===== src/design/prle_pkg.sv =====
// Shared types, constants and helpers for the pixel run-length encoder.
package prle_pkg;

  localparam int VALUE_W   = 16;
  localparam int LENGTH_W  = 25;
  localparam int COUNT_W   = 24;
  localparam int SIDE_W    = 13;
  localparam int DATA_W    = 32;
  localparam int ADDR_W    = 3;

  localparam logic [SIDE_W-1:0] SIDE_MAX = SIDE_W'(4096);

  localparam int PRLE_QUEUE_DEPTH = 4;

  // register index codes (byte address bit 2)
  localparam logic REG_ROW_TOTAL    = 1'b0;
  localparam logic REG_COLUMN_TOTAL = 1'b1;

  typedef struct packed {
    logic [LENGTH_W-1:0] length;
    logic [VALUE_W-1:0]  value;
  } run_t;

  // one queue entry: up to two runs caused by one pixel
  typedef struct packed {
    logic flush;     // previous run closed by a new value
    run_t prev;
    logic closing;   // pixel ends the frame
    run_t last;
  } cmd_t;

  function automatic logic [SIDE_W-1:0] clamp_side(input logic [SIDE_W-1:0] v);
    logic [SIDE_W-1:0] r;
    if (v == '0) begin
      r = SIDE_W'(1);
    end else if (v > SIDE_MAX) begin
      r = SIDE_MAX;
    end else begin
      r = v;
    end
    return r;
  endfunction

  function automatic logic [LENGTH_W-1:0] frame_product(input logic [SIDE_W-1:0] a,
                                                        input logic [SIDE_W-1:0] b);
    logic [LENGTH_W-1:0] ea;
    logic [LENGTH_W-1:0] eb;
    ea = {{(LENGTH_W-SIDE_W){1'b0}}, clamp_side(a)};
    eb = {{(LENGTH_W-SIDE_W){1'b0}}, clamp_side(b)};
    return ea * eb;
  endfunction

endpackage


===== src/design/prle_front.sv =====
// Front end: accepts pixels, tracks the open run and frame count, posts run commands.
module prle_front import prle_pkg::*; (
  input  logic                clk,
  input  logic                rst,
  input  logic                pixel_valid,
  input  logic [VALUE_W-1:0]  pixel_value,
  input  logic                queue_full,
  input  logic [LENGTH_W-1:0] frame_size,
  output logic                accept,
  output logic                push,
  output cmd_t                cmd
);

  logic [VALUE_W-1:0]  open_value;
  logic [LENGTH_W-1:0] open_length;
  logic [COUNT_W-1:0]  pixels_seen;

  logic [VALUE_W-1:0]  open_value_next;
  logic [LENGTH_W-1:0] open_length_next;
  logic [LENGTH_W-1:0] count;
  logic                flush;
  logic                closing;

  assign accept = pixel_valid && !queue_full;

  always_comb begin
    flush = 1'b0;
    if (open_length == '0) begin
      open_value_next  = pixel_value;
      open_length_next = LENGTH_W'(1);
    end else if (pixel_value == open_value) begin
      open_value_next  = open_value;
      open_length_next = open_length + LENGTH_W'(1);
    end else begin
      flush            = 1'b1;
      open_value_next  = pixel_value;
      open_length_next = LENGTH_W'(1);
    end
    count   = {1'b0, pixels_seen} + LENGTH_W'(1);
    closing = (count >= frame_size);
  end

  assign push              = accept && (flush || closing);
  assign cmd.flush         = flush;
  assign cmd.prev.length   = open_length;
  assign cmd.prev.value    = open_value;
  assign cmd.closing       = closing;
  assign cmd.last.length   = open_length_next;
  assign cmd.last.value    = open_value_next;

  always_ff @(posedge clk) begin
    if (rst) begin
      open_value  <= '0;
      open_length <= '0;
      pixels_seen <= '0;
    end else if (accept) begin
      if (closing) begin
        open_value  <= '0;
        open_length <= '0;
        pixels_seen <= '0;
      end else begin
        open_value  <= open_value_next;
        open_length <= open_length_next;
        pixels_seen <= count[COUNT_W-1:0];
      end
    end
  end

endmodule


===== src/design/prle_queue.sv =====
// Short command queue between the front end and the output sequencer.
module prle_queue import prle_pkg::*; #(
  parameter int DEPTH = PRLE_QUEUE_DEPTH
) (
  input  logic clk,
  input  logic rst,
  input  logic push,
  input  cmd_t wdata,
  input  logic pop,
  output cmd_t rdata,
  output logic full,
  output logic empty
);

  localparam int PTR_W = (DEPTH > 1) ? $clog2(DEPTH) : 1;
  localparam int CNT_W = $clog2(DEPTH + 1);
  localparam logic [PTR_W-1:0] LAST_PTR = PTR_W'(DEPTH - 1);
  localparam logic [CNT_W-1:0] FULL_CNT = CNT_W'(DEPTH);

  cmd_t              entries [DEPTH];
  logic [PTR_W-1:0]  wr_ptr;
  logic [PTR_W-1:0]  rd_ptr;
  logic [CNT_W-1:0]  fill;

  logic do_push;
  logic do_pop;

  assign full    = (fill == FULL_CNT);
  assign empty   = (fill == '0);
  assign do_push = push && !full;
  assign do_pop  = pop && !empty;
  assign rdata   = entries[rd_ptr];

  always_ff @(posedge clk) begin
    if (do_push) begin
      entries[wr_ptr] <= wdata;
    end
  end

  always_ff @(posedge clk) begin
    if (rst) begin
      wr_ptr <= '0;
      rd_ptr <= '0;
      fill   <= '0;
    end else begin
      if (do_push) begin
        wr_ptr <= (wr_ptr == LAST_PTR) ? '0 : wr_ptr + PTR_W'(1);
      end
      if (do_pop) begin
        rd_ptr <= (rd_ptr == LAST_PTR) ? '0 : rd_ptr + PTR_W'(1);
      end
      if (do_push && !do_pop) begin
        fill <= fill + CNT_W'(1);
      end else if (do_pop && !do_push) begin
        fill <= fill - CNT_W'(1);
      end
    end
  end

endmodule


===== src/design/prle_back.sv =====
// Back end: drains run commands into the registered result port, one run per cycle while run_stall is low.
module prle_back import prle_pkg::*; (
  input  logic                clk,
  input  logic                rst,
  input  cmd_t                head,
  input  logic                head_valid,
  output logic                pop,
  output logic                run_valid,
  input  logic                run_stall,
  output logic [LENGTH_W-1:0] run_length,
  output logic [VALUE_W-1:0]  run_value,
  output logic                frame_end
);

  logic load;
  logic phase;       // high once the flushed run of a two-run entry has gone out
  logic send_prev;

  assign load      = !run_valid || !run_stall;
  assign send_prev = head.flush && !phase;
  assign pop       = load && head_valid && !(send_prev && head.closing);

  always_ff @(posedge clk) begin
    if (rst) begin
      run_valid <= 1'b0;
      phase     <= 1'b0;
    end else if (load) begin
      run_valid <= head_valid;
      if (head_valid) begin
        phase <= send_prev && head.closing;
      end
    end
  end

  always_ff @(posedge clk) begin
    if (load && head_valid) begin
      if (send_prev) begin
        run_length <= head.prev.length;
        run_value  <= head.prev.value;
        frame_end  <= 1'b0;
      end else begin
        run_length <= head.last.length;
        run_value  <= head.last.value;
        frame_end  <= 1'b1;
      end
    end
  end

endmodule


===== src/design/pixel_run_length_encoder.sv =====
// Top level of the pixel run-length encoder: register port, front end, queue, back end.
//
// Pixels enter on pixel_value with pixel_valid; a request is taken at a clock edge
// where pixel_valid is high and pixel_stall is low. Runs leave on run_length,
// run_value and frame_end with run_valid, taken when run_stall is low.
// One pixel is accepted every cycle while pixel_stall is low. A result passes the
// command queue and the output register after the pixel that closes its run. The last
// pixel of a frame may close two runs; those leave one after the other, so the output
// side sets the sustained rate of one run per cycle while run_stall is low, and the
// small command queue absorbs the extra run. When the receiver stalls, the held result
// stays put, the queue fills and then pixel_stall rises until space frees up.
// row_total (byte address 0) and column_total (byte address 4) are written over
// the APB port, by the user only while the block is idle (unenforced); the frame size
// is multiplied out at the write. Only pwdata bits 12:0 are kept; values of 0 act as 1,
// values above 4096 act as 4096. Synchronous reset sets both registers to 1, empties
// the queue and the output stage, and clears the open run and pixel count.
module pixel_run_length_encoder import prle_pkg::*; #(
  parameter int QUEUE_DEPTH = PRLE_QUEUE_DEPTH
) (
  input  logic                clk,
  input  logic                rst,
  input  logic                psel,
  input  logic                penable,
  input  logic                pwrite,
  input  logic [ADDR_W-1:0]   paddr,
  input  logic [DATA_W-1:0]   pwdata,
  output logic [DATA_W-1:0]   prdata,
  output logic                pready,
  input  logic                pixel_valid,
  output logic                pixel_stall,
  input  logic [VALUE_W-1:0]  pixel_value,
  output logic                run_valid,
  input  logic                run_stall,
  output logic [LENGTH_W-1:0] run_length,
  output logic [VALUE_W-1:0]  run_value,
  output logic                frame_end
);

  logic [SIDE_W-1:0]   row_total;
  logic [SIDE_W-1:0]   column_total;
  logic [LENGTH_W-1:0] frame_size;
  logic                cfg_write;
  logic [SIDE_W-1:0]   wr_side;

  logic accept;
  logic push;
  logic pop;
  cmd_t cmd;
  cmd_t head;
  logic queue_full;
  logic queue_empty;

  assign pready    = 1'b1;
  assign cfg_write = psel && penable && pwrite && pready;
  assign wr_side   = pwdata[SIDE_W-1:0];

  always_ff @(posedge clk) begin
    if (rst) begin
      row_total    <= SIDE_W'(1);
      column_total <= SIDE_W'(1);
      frame_size   <= LENGTH_W'(1);
    end else if (cfg_write) begin
      case (paddr[2])
        REG_ROW_TOTAL: begin
          row_total  <= wr_side;
          frame_size <= frame_product(wr_side, column_total);
        end
        REG_COLUMN_TOTAL: begin
          column_total <= wr_side;
          frame_size   <= frame_product(row_total, wr_side);
        end
        default: begin
          row_total <= row_total;
        end
      endcase
    end
  end

  always_comb begin
    case (paddr[2])
      REG_ROW_TOTAL:    prdata = {{(DATA_W-SIDE_W){1'b0}}, row_total};
      REG_COLUMN_TOTAL: prdata = {{(DATA_W-SIDE_W){1'b0}}, column_total};
      default:          prdata = '0;
    endcase
  end

  assign pixel_stall = queue_full;

  prle_front u_front (
    .clk         (clk),
    .rst         (rst),
    .pixel_valid (pixel_valid),
    .pixel_value (pixel_value),
    .queue_full  (queue_full),
    .frame_size  (frame_size),
    .accept      (accept),
    .push        (push),
    .cmd         (cmd)
  );

  prle_queue #(
    .DEPTH (QUEUE_DEPTH)
  ) u_queue (
    .clk   (clk),
    .rst   (rst),
    .push  (push && accept),
    .wdata (cmd),
    .pop   (pop),
    .rdata (head),
    .full  (queue_full),
    .empty (queue_empty)
  );

  prle_back u_back (
    .clk        (clk),
    .rst        (rst),
    .head       (head),
    .head_valid (!queue_empty),
    .pop        (pop),
    .run_valid  (run_valid),
    .run_stall  (run_stall),
    .run_length (run_length),
    .run_value  (run_value),
    .frame_end  (frame_end)
  );

endmodule

===== config.mk =====
export PLATFORM = sky130hd
export DESIGN_NAME = pixel_run_length_encoder
export DESIGN_NICKNAME = d
export VERILOG_FILES = /design/src/design/prle_pkg.sv /design/src/design/prle_front.sv /design/src/design/prle_queue.sv /design/src/design/prle_back.sv /design/src/design/pixel_run_length_encoder.sv
export SDC_FILE = /design/constraint.sdc
export NUM_CORES = 1
export LEC_CHECK = 0
export BUFFER_PORTS_ARGS = -buffer_cell sky130_fd_sc_hd__clkbuf_2
export CAP_MARGIN = 10
export CORE_MARGIN = 4
export CORE_UTILIZATION = 30
export CTS_CLUSTER_DIAMETER = 200
export DETAILED_ROUTE_END_ITERATION = 8
export GPL_TIMING_DRIVEN = 0
export SETUP_SLACK_MARGIN = 0.3
export SYNTH_ARGS = -nofsm -noshare
export SYNTH_HDL_FRONTEND = slang
export SYNTH_SLANG_ARGS = --single-unit

===== constraint.sdc =====
create_clock -name clk -period 10.2 [get_ports clk]
set_input_delay 2.04 -clock clk [delete_from_list [all_inputs] [get_ports clk]]
set_output_delay 2.04 -clock clk [all_outputs]
set_load 0.01 [all_outputs]

==> results.sh, run 1 <==
export IMPL_status="finished clean"
export IMPL_worst_ep_arrival_time_ns=9.21
export IMPL_tns_ns=0
export IMPL_wire_per_inst_um=18.75
export IMPL_setup_viol=0
export IMPL_grt_pass1_vias=21900
export IMPL_seqPwrFrac=0.426
export IMPL_fin_skew_ns=0.02202
export IMPL_worst_pin_slew_ns=1.045
export IMPL_ir_worst_vdd_mv=0.09629
export IMPL_hold_viol_final=0
export IMPL_hold_path_class="flip-flop to flip-flop"
export IMPL_synthArstFlopShare=0
export IMPL_synthCells=2844
export IMPL_muxShareOfSynthArea=0.08170
export IMPL_port_buffers=92
export IMPL_fin_area_um2=36420
export IMPL_seq_area_um2=13890
export IMPL_postPlaceCellArea_um2=34750
export IMPL_switching_share=0.2969
export IMPL_p_clk_frac=0.312
export IMPL_cts_sinks=505
export IMPL_areaGrowthSynthToFinish_pct=12.64
export IMPL_ys_warn_count=0
export IMPL_nets=3482
export IMPL_grt_usage=0.1479
export IMPL_clock_path_buffers=3
export IMPL_synth_top_family_by_area="adder cells"
export IMPL_cts_root_buffer="clkbuf_16"
export IMPL_timing_fmax_mhz=114.2
export IMPL_synth_compound_area_share=0.06440
export IMPL_viasPerCell=4.831
export IMPL_route_detailed_drc=0
export IMPL_p_total_w=0.005975
export IMPL_antenna_found_initial=1
export IMPL_overflow=0
export IMPL_place_ws_ns=0.8529
export IMPL_worst_slack_ns=1.446
export IMPL_drive_gt1_frac=0.1289
export IMPL_grt_pass1_wl_mm=129.2
export IMPL_fillerInstances=10732
export IMPL_synth_edf_count=378
export IMPL_worstSkewPairLatency_ns=0.61
export IMPL_place_hpwl_mm=62.70
export IMPL_place_congestion=0.9398
export IMPL_hold_buffers=0
export IMPL_synth_area_top_cells="edfxtp_1 35%, fa_1 15%, dfxtp_1 7.9%, ha_1 6.6%, mux4_2 5.9%"
export IMPL_maxCapViolCount=0
export IMPL_cts_tree="done"
export IMPL_critPathRequiredTime_ns=10.66
export IMPL_path_clk_slew_ns=0.06
export IMPL_p_int_w=0.004201
export IMPL_path_max_fanout=10
export IMPL_vias=21548
export IMPL_num_rows=120
export IMPL_cts_resized=0
export IMPL_critPathLaunchType="primary input"
export IMPL_most_common_layout_cells="393 x inv_1, 378 x edfxtp_1, 325 x nand2_1"
export IMPL_synth_adder_area_share=0.2150
export IMPL_ctsHtreeMaxLevel=2
export IMPL_post_route_period_util=0.8583
export IMPL_ys_types=79
export IMPL_leakagePower_nw=14.45
export IMPL_io_pins=135
export IMPL_netlist_area_um2=32330
export IMPL_power_switching_w=0.001774
export IMPL_drv_slew=0
export IMPL_post_cts_buffers=0
export IMPL_fin_crit_ns=8.754
export IMPL_synth_largest_area_cell="edfxtp_1"
export IMPL_critPathKind="primary input to flip-flop"
export IMPL_ys_ff_latch=505
export IMPL_start_util=0.3020
export IMPL_drtAntennaViolNets=0
export IMPL_fp_dieW_um=336.3
export IMPL_dr_first_iter_drc_count=1676
export IMPL_core_um2=107100
export IMPL_rsz0062_at_grt="false"
export IMPL_antenna_cells=0
export IMPL_fin_util=0.3402
export IMPL_multi_input_area_um2=16310
export IMPL_grt_max_degree=62
export IMPL_relSlewSlack=0.3030
export IMPL_final_common_cell="inv_1"
export IMPL_synth_seq_area_share=0.4297
export IMPL_yosys_area_top_type_share=0.3511
export IMPL_p_comb_frac=0.262
export IMPL_synth_xor_area_frac=0.02736
export IMPL_totalWireLength_mm=83.64
export IMPL_firstDrtPassIters=7
export IMPL_p_per_area_nw_per_um2=164.1
export IMPL_numCtsBuffers=52
export IMPL_die_y_um=336.3
export IMPL_endpoint_kind="flip-flop"
export IMPL_synthSimpleGateAreaFrac=0.1127
export IMPL_synth_ff_type="edfxtp_1"
export IMPL_syn_avg_cell_area_um2=11.37
export IMPL_die_area_um2=113100
==> critical path, stage by stage <==
cell and delay, ns:
clkbuf_2 0.14, clkbuf_1 0.23, clkbuf_1 0.32, nor2b_1 0.59, clkbuf_1 0.70, nand2_1 0.18, fa_1 0.58, inv_1 0.06
fa_1 0.55, fa_1 0.43, fa_1 0.49, inv_1 0.05, fa_1 0.50, inv_1 0.06, ha_1 0.34, a21oi_1 0.27
o211ai_1 0.17, a31oi_4 0.22, nor4_1 0.08, or4_1 0.53, a31oi_1 0.23, mux2i_1 0.37, a211oi_2 0.07
==> sequential cells by signal, indices dropped and copies added (netlist names), named ones only <==
name / flops
u_front.pixels_seen: 24
u_back.run_valid: 1
u_back.phase: 1
column_total: 13
row_total: 13
u_queue.rd_ptr: 2
u_queue.fill: 3
u_front.open_length: 25
u_queue.wr_ptr: 2
u_back.run_value: 16
u_front.open_value: 16
u_back.frame_end: 1
u_queue.entries: 336
u_back.run_length: 25
frame_size: 25
==> cell usage after synthesis, types with 27 or more instances <==
cell and n:
nand2b_1 27, ha_1 170, mux4_2 84, nor2b_1 41, nand2_1 325, clkbuf_1 111, edfxtp_1 378, mux2_2 55
inv_1 393, dfxtp_1 127, a21oi_1 106, xor2_1 37, nand3_1 61, o21ai_0 48, nor2_1 228, fa_1 241
xnor2_1 64
==> final timing paths <==
path / startpoint / end / slack (ns) / cells after the start
min: frame_size[10] / frame_size[10] / 0.46 / 2
max: pwdata[12] / frame_size[23] / 1.45 / 23
max reg2reg: row_total[12] / frame_size[23] / 3.36 / 21
min reg2reg: frame_size[10] / frame_size[10] / 0.46 / 2
==> power groups by stage <==
stage | sequential (W) | combinational [W] | clock (W)
floorplan | 0.00263 | 0.00101 | 0
global placement | 0.00261 | 0.00156 | 0
detailed placement | 0.00259 | 0.00160 | 0
CTS | 0.00255 | 0.00161 | 0.00191
global route | 0.00256 | 0.00171 | 0.00200
finish | 0.00254 | 0.00157 | 0.00186
==> per-layer routing <==
layer  vias up  track usage  routed length [µm]
met3       152      0.02496                5730
met1     10758       0.2007               36160
li1       9929            -                   -
met5         -            0                   0
met4         0      0.04257                2328
met2       709       0.2439               39420
==> logic make-up after synthesis <==
logic type,after synthesis
compound gates,310
mux,152
buf+inv,560
xor+xnor,101
flops,505
fa+ha+maj,411
other cells,2
simple gates,803
==> per-stage QoR <==
step | instances | hold WS [ns]
after global placement | 4357 | 0.4443
final | 4460 | 0.4567
after global routing | 4460 | 0.4851
after detailed placement | 4362 | 0.4500
after floorplan | 2862 | 0.4319
after CTS | 4460 | 0.4590
==> final cells by class <==
cell class,count,share of cell area
Multi-Input combinational cell,1797,0.4478
Buffer,165,0.02048
Inverter,395,0.04071
Timing Repair Buffer,97,0.01560
Tap cell,1403,0.04820
Clock buffer,66,0.03803
Clock inverter,32,0.007662
Sequential cell,505,0.3815
No activity file was read; power rests on OpenSTA's default activity.
==> run 2: changes to the inputs <==
Settings changed: ABC_AREA set to 1.
==> run 2 against run 1 <==
Wire length grew 17%. Register-to-register slack better by 0.14 ns. Flip-flop and latch count did not move. Fmax up 10%. Critical path type unchanged.
==> results.sh, run 2 <==
export IMPL_status="finished clean"
export IMPL_most_common_layout_cells="658 x nand2_1, 619 x nor2_1, 593 x inv_1"
export IMPL_rsz0062_at_grt="false"
export IMPL_maxCapViolCount=0
export IMPL_place_hpwl_mm=74.84
export IMPL_fin_area_um2=38420
export IMPL_whs_ns=0.4938
export IMPL_grt_pass1_vias=26501
export IMPL_post_route_period_util=0.7796
export IMPL_hold_viol_final=0
export IMPL_synthCells=3837
export IMPL_firstDrtPassIters=5
export IMPL_setup_viol=0
export IMPL_ys_types=52
export IMPL_placed_cells=5449
export IMPL_r2r_end="frame_size[16]"
export IMPL_min_delay_worst_endpoint="frame_size[0]"
export IMPL_endpoint_kind="flip-flop"
export IMPL_drv_slew=0
export IMPL_worst_pin_slew_ns=1.245
export IMPL_largest_register="u_queue.entries"
export IMPL_num_rows=122
export IMPL_route_detailed_drc=0
export IMPL_drtAntennaViolNets=0
export IMPL_numCtsBuffers=52
export IMPL_leakagePower_nw=15.85
export IMPL_critPathKind="primary input to flip-flop"
export IMPL_synth_seq_area_share=0.4110
export IMPL_synth_commonest_cells="658 x nand2_1, 623 x nor2_1, 593 x inv_1"
export IMPL_grt_max_degree=29
export IMPL_overflow=0
export IMPL_yosys_area_top_type_share=0.3358
export IMPL_ctsHtreeMaxLevel=2
export IMPL_port_buffers=92
export IMPL_synth_ff_type="edfxtp_1"
export IMPL_ys_ff_latch=505
export IMPL_wire_per_inst_um=17.66
export IMPL_fp_dieW_um=343.7
export IMPL_fillerInstances=11375
export IMPL_place_congestion=0.9401
export IMPL_stdcell_count=5550
export IMPL_tns_ns=0
export IMPL_cts_root_buffer="clkbuf_16"
export IMPL_startpoint="pwdata[8]"
export IMPL_r2r_start="row_total[8]"
export IMPL_netlist_area_um2=33800
export IMPL_nets=4484
export IMPL_cts_tree="done"
export IMPL_synth_edf_count=378
export IMPL_path_clk_slew_ns=0.06
export IMPL_hold_path_class="flip-flop to flip-flop"
export IMPL_min_path_cells=2
export IMPL_relSlewSlack=0.1703
export IMPL_totalWireLength_mm=98.02
export IMPL_grt_pass1_wl_mm=153.0
export IMPL_p_total_w=0.006531
export IMPL_postPlaceCellArea_um2=36520
export IMPL_path_max_fanout=10
export IMPL_synth_largest_area_cell="edfxtp_1"
export IMPL_hold_buffers=0
export IMPL_io_pins=135
export IMPL_yosysMostFrequentCell="nand2_1"
export IMPL_dr_first_iter_drc_count=2471
export IMPL_reg2reg_depth=20
export IMPL_antenna_found_initial=0
export IMPL_die_area_um2=118100
export IMPL_fin_skew_ns=0.02899
export IMPL_syn_avg_cell_area_um2=8.809
export IMPL_synthArstFlopShare=0
export IMPL_viasPerCell=4.810
export IMPL_worstSkewPairLatency_ns=0.63
export IMPL_areaGrowthSynthToFinish_pct=13.66
export IMPL_start_util=0.3038
export IMPL_ys_warn_count=0
export IMPL_worst_ep_arrival_time_ns=8.41
export IMPL_synth_area_top_cells="edfxtp_1 34%, fa_1 14%, dfxtp_1 7.5%, nand2_1 7.3%, nor2_1 6.9%"
export IMPL_critPathLaunchType="primary input"
export IMPL_drive_gt1_frac=0.08869
export IMPL_worstHoldStart="frame_size[0]"
export IMPL_post_cts_buffers=0
export IMPL_cts_sinks=505
export IMPL_vias=26695
export IMPL_p_per_area_nw_per_um2=170.0
export IMPL_grt_usage=0.1659
export IMPL_final_common_cell="nand2_1"
export IMPL_largest_reg_flops=336
export IMPL_timing_fmax_mhz=125.8
export IMPL_fin_crit_ns=7.952
export IMPL_ir_worst_vdd_mv=0.1322
export IMPL_r2r_slack_ns=3.50
export IMPL_core_um2=111300
export IMPL_die_y_um=343.7
export IMPL_critPathRequiredTime_ns=10.66
export IMPL_cts_resized=0
export IMPL_clock_path_buffers=3
run 2: cell types whose count changed after synthesis, moves of 41 or more:
cell and change:
nand2_1 +333, a21oi_1 +64, o22ai_1 +41, o21ai_0 +220, nand3_1 +41, xnor2_1 -48, nor2b_1 -41, inv_1 +200
mux2_2 -55, mux4_2 -84, nor2_1 +395
run 2: metrics by stage:
stage               setup slack, ns    util
floorplan                     3.225       -
global placement            -0.2284  0.3252
detailed placement            1.761  0.3282
CTS                           2.395  0.3452
global route                  2.099  0.3452
finish                        2.248  0.3452
run 2: final cells by class:
class                      instances  area [µm²]  share of cell area
sequential                       505       13890              0.3616
clock inverter                    33       466.7             0.01215
antenna                            3       7.507           0.0001954
inverter                         619        2331             0.06067
timing repair buffer             106       748.2             0.01948
buffer                           177       878.3             0.02286
clock buffer                      65        1420             0.03696
tap                             1488        1862             0.04846
multi-input combinational       2554       16810              0.4376
run 2: cell families (layout without fill, tap and decap cells):
kind of cell             count (synthesis)  in the layout  synth area share
XOR/XNOR                                50             50           0.01296
other                                    2             23         0.0002222
buffers and inverters                  796           1000           0.09495
adder cells (fa/ha/maj)                411            411            0.2057
AND/OR/NAND/NOR                       1520           1520            0.1881
flip-flops                             505            505            0.4110
AO/OA/AOI/OAI                          553            553           0.08710
run 2: per-layer routing:
layer | GRT usage | wire [µm] | vias up
met5 | 0 | 0 | -
met2 | 0.2746 | 44800 | 984
li1 | - | - | 12616
met1 | 0.2270 | 42810 | 12931
met3 | 0.02491 | 7575 | 164
met4 | 0.04485 | 2837 | 0
run 2: worst max path at each step:
stage | slack (ns) | to
after floorplan | 3.22 | frame_size[13]
after global placement | -0.23 | u_queue.entries[0][73]
after detailed placement | 1.76 | frame_size[16]
after CTS | 2.39 | frame_size[16]
after global routing | 2.10 | frame_size[16]
final | 2.25 | frame_size[16]
run 2: worst max-delay path, stage by stage:
cell and delay [ns]:
clkbuf_2 0.18, nor4_1 0.56, nand2_1 0.18, nand2_4 0.15, inv_6 0.10, nor2_8 0.27
buf_2 0.42, nand2_1 0.14, fa_1 0.55, fa_1 0.52, inv_1 0.06, fa_1 0.50
fa_1 0.50, inv_1 0.05, fa_1 0.48, inv_1 0.05, ha_1 0.36, a21oi_1 0.27
o21a_1 0.17, nand3_1 0.22, o21ai_0 0.49, a31oi_1 0.14
run 2: power by group:
group          internal (W)  total (W)  switching (W)  leakage (nW)
Sequential          0.00252    0.00261      0.0000907          4.50
Combinational      0.000552    0.00186        0.00131          10.4
Clock               0.00121    0.00206       0.000848         0.897
Total               0.00428    0.00653        0.00225          15.8
